--- config.mk ---
export PLATFORM = sky130hd
export DESIGN_NAME = aetm_ctrl
export DESIGN_NICKNAME = d
export VERILOG_FILES = /design/src/rtl/aetm_pkg.sv /design/src/rtl/aetm_ctrl.sv
export SDC_FILE = /design/constraint.sdc
export NUM_CORES = 1
export LEC_CHECK = 0
export BUFFER_PORTS_ARGS = -buffer_cell sky130_fd_sc_hd__buf_4
export CAP_MARGIN = 20
export CORE_AREA = 2 2 39 41
export CTS_CLUSTER_SIZE = 25
export DETAILED_ROUTE_END_ITERATION = 12
export DIE_AREA = 0 0 41 43
export GPL_TIMING_DRIVEN = 0
export SLEW_MARGIN = 5
export SYNTH_ARGS = -nofsm -noshare
export SYNTH_HDL_FRONTEND = slang
export SYNTH_SLANG_ARGS = --single-unit
--- constraint.sdc ---
create_clock -name clk_i -period 1.8 [get_ports clk_i]
set_input_delay 0.36 -clock clk_i [delete_from_list [all_inputs] [get_ports clk_i]]
set_output_delay 0.36 -clock clk_i [all_outputs]
set_load 0.005 [all_outputs]
--- src/rtl/aetm_pkg.sv ---
package aetm_pkg;

  localparam int SAMPLE_BITS = 32;
  localparam int MAG_W       = SAMPLE_BITS - 1;
  localparam int GAIN_W      = 32;
  localparam int PROD_W      = MAG_W + GAIN_W;
  localparam int BYTE_W      = 8;
  localparam int CFG_IDX_W   = 8;
  localparam int CFG_DATA_W  = 32;
  localparam int DIV_CNT_W   = $clog2(GAIN_W);

  localparam logic OP_MEASURE = 1'b0;
  localparam logic OP_CONVERT = 1'b1;

  localparam logic [CFG_IDX_W-1:0] CFG_AUTO_MODE       = CFG_IDX_W'(0);
  localparam logic [CFG_IDX_W-1:0] CFG_MANUAL_EXPOSURE = CFG_IDX_W'(1);

  localparam logic              AUTO_MODE_RST  = 1'b1;
  localparam logic [GAIN_W-1:0] MANUAL_EXP_RST = GAIN_W'(65536);

  typedef struct packed {
    logic meas_en;
    logic max_clear;
    logic gain_clear;
    logic div_start;
    logic div_step;
    logic div_last;
    logic conv_load;
    logic out_load;
  } cmd_t;

  typedef struct packed {
    logic max_zero;
  } status_t;

endpackage

--- src/rtl/aetm_ctrl.sv ---
module aetm_ctrl (
  input  logic              clk_i,
  input  logic              rst_ni,
  input  logic              in_valid_i,
  input  logic              operation_i,
  input  logic              frame_end_i,
  output logic              in_ready_o,
  input  logic              out_ready_i,
  output logic              out_valid_o,
  input  aetm_pkg::status_t status_i,
  output aetm_pkg::cmd_t    cmd_o
);

  localparam logic [1:0] ST_IDLE = 2'd0;
  localparam logic [1:0] ST_MUL  = 2'd1;
  localparam logic [1:0] ST_DIV  = 2'd2;

  logic [1:0]                     state_q, state_d;
  logic [aetm_pkg::DIV_CNT_W-1:0] cnt_q, cnt_d;
  logic                           out_valid_q, out_valid_d;
  logic                           accept;

  assign in_ready_o  = (state_q == ST_IDLE);
  assign out_valid_o = out_valid_q;
  assign accept      = in_valid_i && in_ready_o;

  always_comb begin
    state_d = state_q;
    cnt_d   = cnt_q;
    cmd_o   = '0;
    case (state_q)
      ST_IDLE: begin
        if (accept) begin
          if (operation_i == aetm_pkg::OP_MEASURE) begin
            cmd_o.meas_en = 1'b1;
            if (frame_end_i) begin
              cmd_o.max_clear = 1'b1;
              if (status_i.max_zero) begin
                cmd_o.gain_clear = 1'b1;
              end else begin
                cmd_o.div_start = 1'b1;
                cnt_d           = '0;
                state_d         = ST_DIV;
              end
            end
          end else begin
            cmd_o.conv_load = 1'b1;
            state_d         = ST_MUL;
          end
        end
      end
      ST_MUL: begin
        if (!out_valid_q || out_ready_i) begin
          cmd_o.out_load = 1'b1;
          state_d        = ST_IDLE;
        end
      end
      ST_DIV: begin
        cmd_o.div_step = 1'b1;
        cnt_d          = cnt_q + 1'b1;
        if (cnt_q == aetm_pkg::DIV_CNT_W'(aetm_pkg::GAIN_W - 1)) begin
          cmd_o.div_last = 1'b1;
          state_d        = ST_IDLE;
        end
      end
      default: begin
        state_d = ST_IDLE;
      end
    endcase
  end

  always_comb begin
    out_valid_d = out_valid_q;
    if (cmd_o.out_load) begin
      out_valid_d = 1'b1;
    end else if (out_ready_i) begin
      out_valid_d = 1'b0;
    end
  end

  always_ff @(posedge clk_i or negedge rst_ni) begin
    if (!rst_ni) begin
      state_q     <= ST_IDLE;
      cnt_q       <= '0;
      out_valid_q <= 1'b0;
    end else begin
      state_q     <= state_d;
      cnt_q       <= cnt_d;
      out_valid_q <= out_valid_d;
    end
  end

endmodule

==> results of run 1 <==
metrics by stage:
stage,instances,cell area [um^2]
6_report,89,747.0
5_1_grt,89,747.0
4_1_cts,84,688.2
3_5_place_dp,78,626.9
3_3_place_gp,78,626.9
2_1_floorplan,46,486.7
power groups by stage:
stage	Clock [mW]	Combinational (mW)	Sequential [mW]
after floorplan	0	0.178	0.272
after global placement	0	0.247	0.281
after detailed placement	0	0.254	0.283
after CTS	0.144	0.301	0.275
after global routing	0.155	0.374	0.284
final	0.138	0.340	0.278
flip-flops by register name (all words and copies together), names as in the netlist:
signal / flops
state_q: 2
cnt_q: 5
out_valid_o: 1
logic make-up (layout without fill, tap and decap cells):
logic type               count (synthesis)  after routing  share of synthesized area, %
adder cells (fa/ha/maj)                  2              2                         5.141
flip-flops                               8              8                         41.13
AO/OA/AOI/OAI                            7              7                         11.57
AND/OR/NAND/NOR                         20             20                         26.22
buffers and inverters                    6             33                         8.483
multiplexers                             3              3                         7.454
tightest hold or removal path: cells and delay by family:
family / cells / cell delay, ns
AO/OA/AOI/OAI: 1 / 0.05
buffers and inverters: 1 / 0.08
AND/OR/NAND/NOR: 2 / 0.11
final cells by class:
class,instances,area [um^2],area share [%]
buffer,3,30.03,4.020
clock buffer,3,22.52,3.015
inverter,3,11.26,1.508
multi-input combinational,32,276.5,37.02
sequential,8,200.2,26.80
tap,16,20.02,2.680
timing repair buffer,24,186.4,24.96
repair_timing:
item                                   in CTS  in global routing
hold buffers                                1                  0
setup endpoints to repair                   3                  2
endpoints found under the hold margin       8                  0
buffers inserted                            2                  5
gates resized for setup                     3                  4
pin swaps                                   0                  2
path summary, 6_finish.rpt:
| path | startpoint | to | slack (ns) |
|---|---|---|---|
| setup / recovery | cnt_q[1] | cmd_o[2] | 0.03 |
| hold / removal | out_ready_i | state_q[0] | 0.39 |
| setup reg to reg | cnt_q[1] | cnt_q[3] | 0.43 |
| hold reg to reg | state_q[0] | state_q[1] | 0.56 |
| max in group asynchronous | rst_ni | cnt_q[2] | 1.21 |
| min in group asynchronous | rst_ni | cnt_q[1] | 0.46 |
cell usage in the layout, fill, tap and decap left out, types with 2 or more instances in the layout:
| cell type | netlist | final |
|---|---|---|
| a22o_1 | 4 | 4 |
| dfrtp_1 | 8 | 8 |
| and3_1 | 3 | 2 |
| buf_4 | 1 | 23 |
| buf_6 | 2 | 3 |
| clkbuf_4 | 0 | 3 |
| inv_1 | 3 | 3 |
| nand2_1 | 2 | 2 |
| nor2_1 | 5 | 5 |
per-layer routing:
metal  global-route usage, %  vias to the layer above  share of wire (%)
met4                   8.000                        0                  0
met3                   1.571                        0                4.5
met5                       0                        -                  0
met1                   17.22                      206                 42
met2                   20.63                       12                 53
li1                        -                      214                  -
==> impl_metrics.tcl, run 1 <==
set metrics [dict create \
    postSynth.asyncResetShare_pct 100.0 \
    drcViolationCount 0 \
    rows 14 \
    clk_pin_slew_worst_paths_ns 0.06 \
    fin_hold_ws_ns 0.3869 \
    syn-cell-area_um2 486.7 \
    p_switching_mw 0.2301 \
    p_seq_share_pct 36.8 \
    cap_violations 0 \
    dieArea_um2 1763 \
    ys_warn_count 0 \
    comb_power_share_pct 44.9 \
    worstMarginPinSlew_ns 0.2684 \
    grt_overflow 0 \
    yosys.cell_count.top_type "dfrtp_1" \
    antenna_found_initial 0 \
    slowest_delay_ns 0.39 \
    critPathSlowestCell "dfrtp_1" \
    required_ns 1.44 \
    setup_slack_ns 0.03310 \
    nNetsFinal 84 \
    vias 432 \
    synth_fp_nets 55 \
    fill_cells 130 \
    rsz0062_at_grt "yes" \
    status "complete, no violations" \
    clock_power_share_pct 18.2 \
    start_util_pct 35.17 \
    clock_latency_ns 0.25 \
    drt_wl_total_um 1011 \
    critPathArrivalTime_ns 1.41 \
    die_w_um 41 \
    avgSynthCellArea_um2 10.58 \
    layout-drive-gt1-share_pct 50.68 \
    total_power_mw 0.7558 \
    synth_seq_cells 8 \
    drtPass1Iterations 4 \
    peakVddDrop_mv 0.5019 \
    hold_depth 4 \
    place.gp.congestion 0.6939 \
    finalSetupViolCount 0 \
    start_kind "flop" \
    drtIter0Drc 3 \
    cts_root_buf "clkbuf_4" \
    final-hold-violation-count 0 \
    core_area_um2 1384 \
    cts_tree "done" \
    pre_cts_ws_ns 0.1963 \
    p_int_mw 0.5257 \
    cpLargestDelayFamily "flip-flops" \
    cts.sinks 8 \
    utilization_pct 53.98 \
    cp_num_cells 5 \
    yosysUniqueCellTypes 25 \
    synth_area_leaders "dfrtp_1 (41%), a22o_1 (7.2%), ha_1 (5.1%)" \
    port-buffer-count 16 \
    post-route-min-period_ns 1.767 \
    cp_num_buf_inv 1 \
    grt_pass1_wl_um 1600 \
    ant_nets 0 \
    fin_tns_setup_ns 0 \
    yosysTopAreaCell "dfrtp_1" \
    area_growth_pct 53.47 \
    criticalPathCategory "reg -> out" \
    slew_headroom_pct 82.09 \
    hpwl_um 690.6 \
    synth-edff-count 0 \
    antenna_cells 0 \
    hp-class "in -> reg" \
    yosys-top-cells-count "dfrtp_1 (8), nor2_1 (5), a22o_1 (4)" \
    endpoint_kind "output pin" \
    grt_max_degree 11 \
    drv_slew 0 \
    skew_ns 0.007114 \
    num_io_pins 17 \
    grt_pass1_vias 408 \
    wl_per_cell_um 11.36 \
    p_sw_share_pct 30.44 \
    fmax_mhz 566.0 \
    p_per_area_nw_per_um2 1012 \
    vias_per_cell 4.854 \
    synth-seq-area-share_pct 41.13 \
    post-route-period-util_pct 98.16 \
    grt_util_all_layers_pct 13.48 \
    cp_max_fo 3 \
    synth_top_area_share_pct 41.13 \
    cts_buffers 3 \
    fp.dieH_um 43 \
    htreeDepth 1 \
    r2r_cells 5 \
    synth_ff_type "dfrtp_1" \
    path_cells "ha_2, and3_4, ha_4, and2_4, buf_6" \
    power.leakage_nw 0.3891 \
    clockBufferDepth 2 \
    syn_inst 46 \
]
No activity file was read; power rests on OpenSTA's default activity.
==> run 2: changes to the inputs <==
clock period = 1.5 ns   (was 1.8 ns; I/O delays follow)
==> run 2 against run 1 <==
Effect of this change: the run now ends with negative setup slack left; combinational power increased by 29%; sequential cell count unchanged; clock skew rose by 0.00090 ns; critical endpoint unchanged; highest routed layer unchanged.
==> impl_metrics.tcl, run 2 (synthesis results as in run 1) <==
set metrics [dict create \
    status "complete, but fails checks" \
    violations "negative setup slack" \
    finalSetupViolCount 5 \
    drt_wl_total_um 1107 \
    rows 14 \
    utilization_pct 56.60 \
    slew_headroom_pct 82.84 \
    clockBufferDepth 2 \
    grt_max_degree 9 \
    layout.cells.non_filler 92 \
    hold_depth 4 \
    reg2reg_to "cnt_q[3]" \
    vias 451 \
    peakVddDrop_mv 0.6371 \
    fin_tns_setup_ns -0.5867 \
    vias_per_cell 4.902 \
    rsz0062_at_grt "yes" \
    drtPass1Iterations 4 \
    met3_usage_pct 1.571 \
    die_w_um 41 \
    grt_pass1_wl_um 1752 \
    cts_buffers 3 \
    mostFrequentLayoutCells "buf_4 (26), dfrtp_1 (7), nor2_1 (4), a22o_1 (4)" \
    hpwl_um 690.6 \
    htreeDepth 1 \
    cts_tree "done" \
    drcViolationCount 0 \
    cp_max_fo 2 \
    grt_util_all_layers_pct 14.79 \
    core_area_um2 1384 \
    top_register "cnt_q" \
    hp-class "in -> reg" \
    clk_pin_slew_worst_paths_ns 0.06 \
    layout-drive-gt1-share_pct 56.58 \
    post-route-period-util_pct 114.0 \
    clock_latency_ns 0.25 \
    antenna_found_initial 0 \
    grt_pass1_vias 434 \
    grt_busiest_layer "met2" \
    place.gp.congestion 0.6939 \
    critPathSlowestCell "dfrtp_1" \
    r2r-start "cnt_q[1]" \
    globalRouteMet2Util_pct 23.44 \
    setup_slack_ns -0.2093 \
    dpl_cell_area_um2 626.9 \
    dieArea_um2 1763 \
    cpLargestDelayFamily "flip-flops" \
    grt_use_met1_pct 18.54 \
    wl_per_cell_um 12.03 \
    r2r_cells 5 \
    holdPathEnd "state_q[0]" \
    total_power_mw 0.9481 \
    nNetsFinal 87 \
    power.leakage_nw 0.4041 \
    critPathArrivalTime_ns 1.41 \
    slowest_delay_ns 0.39 \
    cp_num_buf_inv 1 \
    port-buffer-count 16 \
    antenna_cells 0 \
    grt_overflow 0 \
    drtIter0Drc 7 \
    rrSetupSlack_ns 0.12 \
    fin_hold_ws_ns 0.3418 \
    start_util_pct 35.17 \
    p_per_area_nw_per_um2 1210 \
    cts_root_buf "clkbuf_4" \
    criticalPathCategory "reg -> out" \
    cts.sinks 8 \
    fill_cells 125 \
    drv_slew 0 \
    path_cells "ha_2, and3_4, ha_4, and2_4, buf_6" \
    post-route-min-period_ns 1.709 \
    area_growth_pct 60.93 \
    ant_nets 0 \
    start_kind "flop" \
    placedCellCount 78 \
    pre_cts_ws_ns -0.04375 \
    design_area_um2 783.3 \
    fp.dieH_um 43 \
    skew_ns 0.008010 \
    final_common_cell "buf_4" \
    fmax_mhz 585.0 \
    num_io_pins 17 \
    hp-start "out_ready_i" \
    final-hold-violation-count 0 \
    largest_reg_flops 5 \
    worstMarginPinSlew_ns 0.2573 \
    endpoint_kind "output pin" \
    cap_violations 0 \
    required_ns 1.20 \
]
## run 2: cell count changes in the layout (fill, tap and decap cells not counted), sizes merged
cell	change
buf	+3
## run 2: area by class of cell
class	instances	area, um^2	share of cell area (%)
Buffer	1	11.26	1.438
Tap cell	16	20.02	2.556
Multi-Input combinational cell	32	289.0	36.90
Timing Repair Buffer	29	227.7	29.07
Sequential cell	8	201.4	25.72
Inverter	3	11.26	1.438
Clock buffer	3	22.52	2.875
## run 2: worst reg2reg max path: stages (launching register included)
cell and delay (ns):
dfrtp_1 0.39, buf_4 0.14, buf_4 0.12, nand3_1 0.10, mux2_4 0.30, a22o_1 0.22
## run 2: metal layers
metal	vias to the layer above	part of all wire, %
met3	0	5.0
met2	16	52
met5	-	0
li1	220	-
met4	0	0
met1	215	43
## run 2: worst max-delay path by stage
stage | start | to | cells after the start
finish | cnt_q[0] | cmd_o[2] | 5
detailed placement | cnt_q[0] | cmd_o[2] | 5
global route | cnt_q[0] | cmd_o[2] | 5
CTS | cnt_q[1] | cmd_o[2] | 5
floorplan | cnt_q[0] | cmd_o[2] | 4
global placement | cnt_q[0] | cmd_o[2] | 5
## run 2: timing repair
| item | 4_1_cts | 5_1_grt |
|---|---|---|
| endpoints found under the setup margin | 6 | 8 |
| gates resized for setup | 9 | 3 |
| setup buffers | 8 | 4 |
| hold buffers | 1 | 0 |
| hold endpoints to repair | 8 | 0 |
| pin swaps | 7 | 6 |
| cloned | 0 | 0 |
## run 2: power by group
| group | internal, mW | switching, mW |
|---|---|---|
| clock | 0.0917 | 0.0745 |
| sequential | 0.282 | 0.0608 |
| combinational | 0.283 | 0.156 |
==> run 3: changes to the inputs <==
BUFFER_PORTS_ARGS = not set   (was -buffer_cell sky130_fd_sc_hd__buf_4)
DONT_BUFFER_PORTS = 1   (was not set)
==> run 3 against run 2 <==
Effect of this change: the flow still finishes with violations (negative setup slack); global-route usage down 1.9 points; sequential cell count unchanged; final cell count down 16%; clock skew down 0.0056 ns; critical path depth down 1; via count down 9.3%; sequential share of layout area up 4.7 points; power down 5.9%; worst setup slack better by 0.094 ns; non-clock buffer count down 15; wire length down 12%; sequential power up 2%.
==> impl_metrics.tcl, run 3 (synthesis results as in run 1) <==
set metrics [dict create \
    status "complete, but fails checks" \
    violations "negative setup slack" \
    fmax_mhz 619.1 \
    peakVddDrop_mv 0.4526 \
    wl_per_cell_um 12.69 \
    layout.area.seq_um2 201.4 \
    antenna_cells 0 \
    power.leakage_nw 0.3234 \
    place.gp.congestion 0.6774 \
    cts_tree "done" \
    port-buffer-count 0 \
    clockBufferDepth 2 \
    p_per_area_nw_per_um2 1346 \
    drtIter0Drc 5 \
    final_common_cell "buf_4" \
    utilization_pct 47.92 \
    drtPass1Iterations 4 \
    start_kind "flop" \
    drcViolationCount 0 \
    die_w_um 41 \
    placedCellCount 62 \
    clk_pin_slew_worst_paths_ns 0.06 \
    layout-drive-gt1-share_pct 49.18 \
    nNetsFinal 72 \
    total_power_mw 0.8924 \
    top_register "cnt_q" \
    grt_pass1_vias 365 \
    clock_latency_ns 0.25 \
    num_io_pins 17 \
    ant_nets 0 \
    dr_wl_met2_um 478 \
    start_util_pct 35.17 \
    wl_met1_um 421 \
    criticalPathCategory "reg -> out" \
    dieArea_um2 1763 \
    final-hold-violation-count 0 \
    fin_hold_ws_ns 0.2097 \
    worstMarginPinSlew_ns 0.3792 \
    dpl_cell_area_um2 506.7 \
    finalSetupViolCount 4 \
    skew_ns 0.002361 \
    grt_max_degree 11 \
    mostFrequentLayoutCells "buf_4 (12), dfrtp_1 (7), a22o_1 (4)" \
    pre_cts_ws_ns 0.05835 \
    slew_headroom_pct 74.64 \
    drt_wl_total_um 977 \
    largest_reg_flops 5 \
    layout.cells.non_filler 77 \
    multi_input_area_um2 291.5 \
    hpwl_um 590.4 \
    endpoint_kind "output pin" \
    required_ns 1.20 \
    hp-class "in -> reg" \
    vias 409 \
    cts.sinks 8 \
    htreeDepth 1 \
    grt_util_all_layers_pct 12.85 \
    core_area_um2 1384 \
    rsz0062_at_grt "yes" \
    cts_buffers 3 \
    cp_max_fo 2 \
    post-route-period-util_pct 107.7 \
    drv_slew 0 \
    cap_violations 0 \
    setup_slack_ns -0.1153 \
    fin_tns_setup_ns -0.2888 \
    fill_cells 121 \
    grt_overflow 0 \
    antenna_found_initial 0 \
    vias_per_cell 5.312 \
    rows 14 \
    grt_pass1_wl_um 1531 \
    top_layer "met4" \
    fp.dieH_um 43 \
    post-route-min-period_ns 1.615 \
    cts_root_buf "clkbuf_4" \
    met3_length_um 46 \
    design_area_um2 663.1 \
    critPathArrivalTime_ns 1.32 \
    area_growth_pct 36.25 \
]
==> run 3: changes by cell type in the layout (fill, tap and decap cells not counted) <==
cell and delta:
nor2_1 -1, buf_2 +1, inv_1 -1, nor2_2 +1, buf_4 -14, buf_6 -2, inv_2 +1
==> run 3: cell type report <==
| type | instances | area share (%) |
|---|---|---|
| flip-flops and latches | 8 | 30.38 |
| well taps | 16 | 3.019 |
| multi-input cells | 32 | 43.96 |
| inverters | 3 | 1.698 |
| clock buffers | 3 | 3.396 |
| plain buffers | 2 | 2.830 |
| repair buffers | 13 | 14.72 |
==> run 3: metal layers <==
| metal | up-vias | track usage (%) |
|---|---|---|
| li1 | 193 | - |
| met1 | 197 | 17.82 |
| met2 | 15 | 18.13 |
| met3 | 4 | 1.571 |
| met4 | 0 | 8.000 |
| met5 | - | 0 |
==> run 3: where the power goes <==
| part | internal, mW | switching [mW] |
|---|---|---|
| clock | 0.0917 | 0.0746 |
| combinational | 0.240 | 0.136 |
| sequential | 0.282 | 0.0679 |
| total | 0.614 | 0.279 |
==> run 3: critical path, stage by stage (launching register included) <==
cell,delay [ns]
dfrtp_1,0.40
ha_2,0.20
and3_4,0.19
ha_4,0.15
and2_4,0.13
==> run 3: worst paths after layout <==
path                                  start    endpoint  slack, ns  cells after the start
worst min-delay path            operation_i  state_q[0]       0.21                      2
min in group asynchronous            rst_ni    cnt_q[1]       0.40                      1
worst min register to register     cnt_q[4]    cnt_q[4]       0.57                      1
worst max register to register     cnt_q[0]    cnt_q[3]       0.13                      5
max in group asynchronous            rst_ni  state_q[1]       0.80                      1
worst max-delay path               cnt_q[0]    cmd_o[2]      -0.12                      4
==> run 3: what timing repair did <==
action	in CTS	in global routing
gates resized for setup	7	5
endpoints found under the hold margin	8	0
setup buffers	6	5
pin swaps	5	7
cloned	0	1
setup endpoints to repair	4	6
hold buffers	1	0
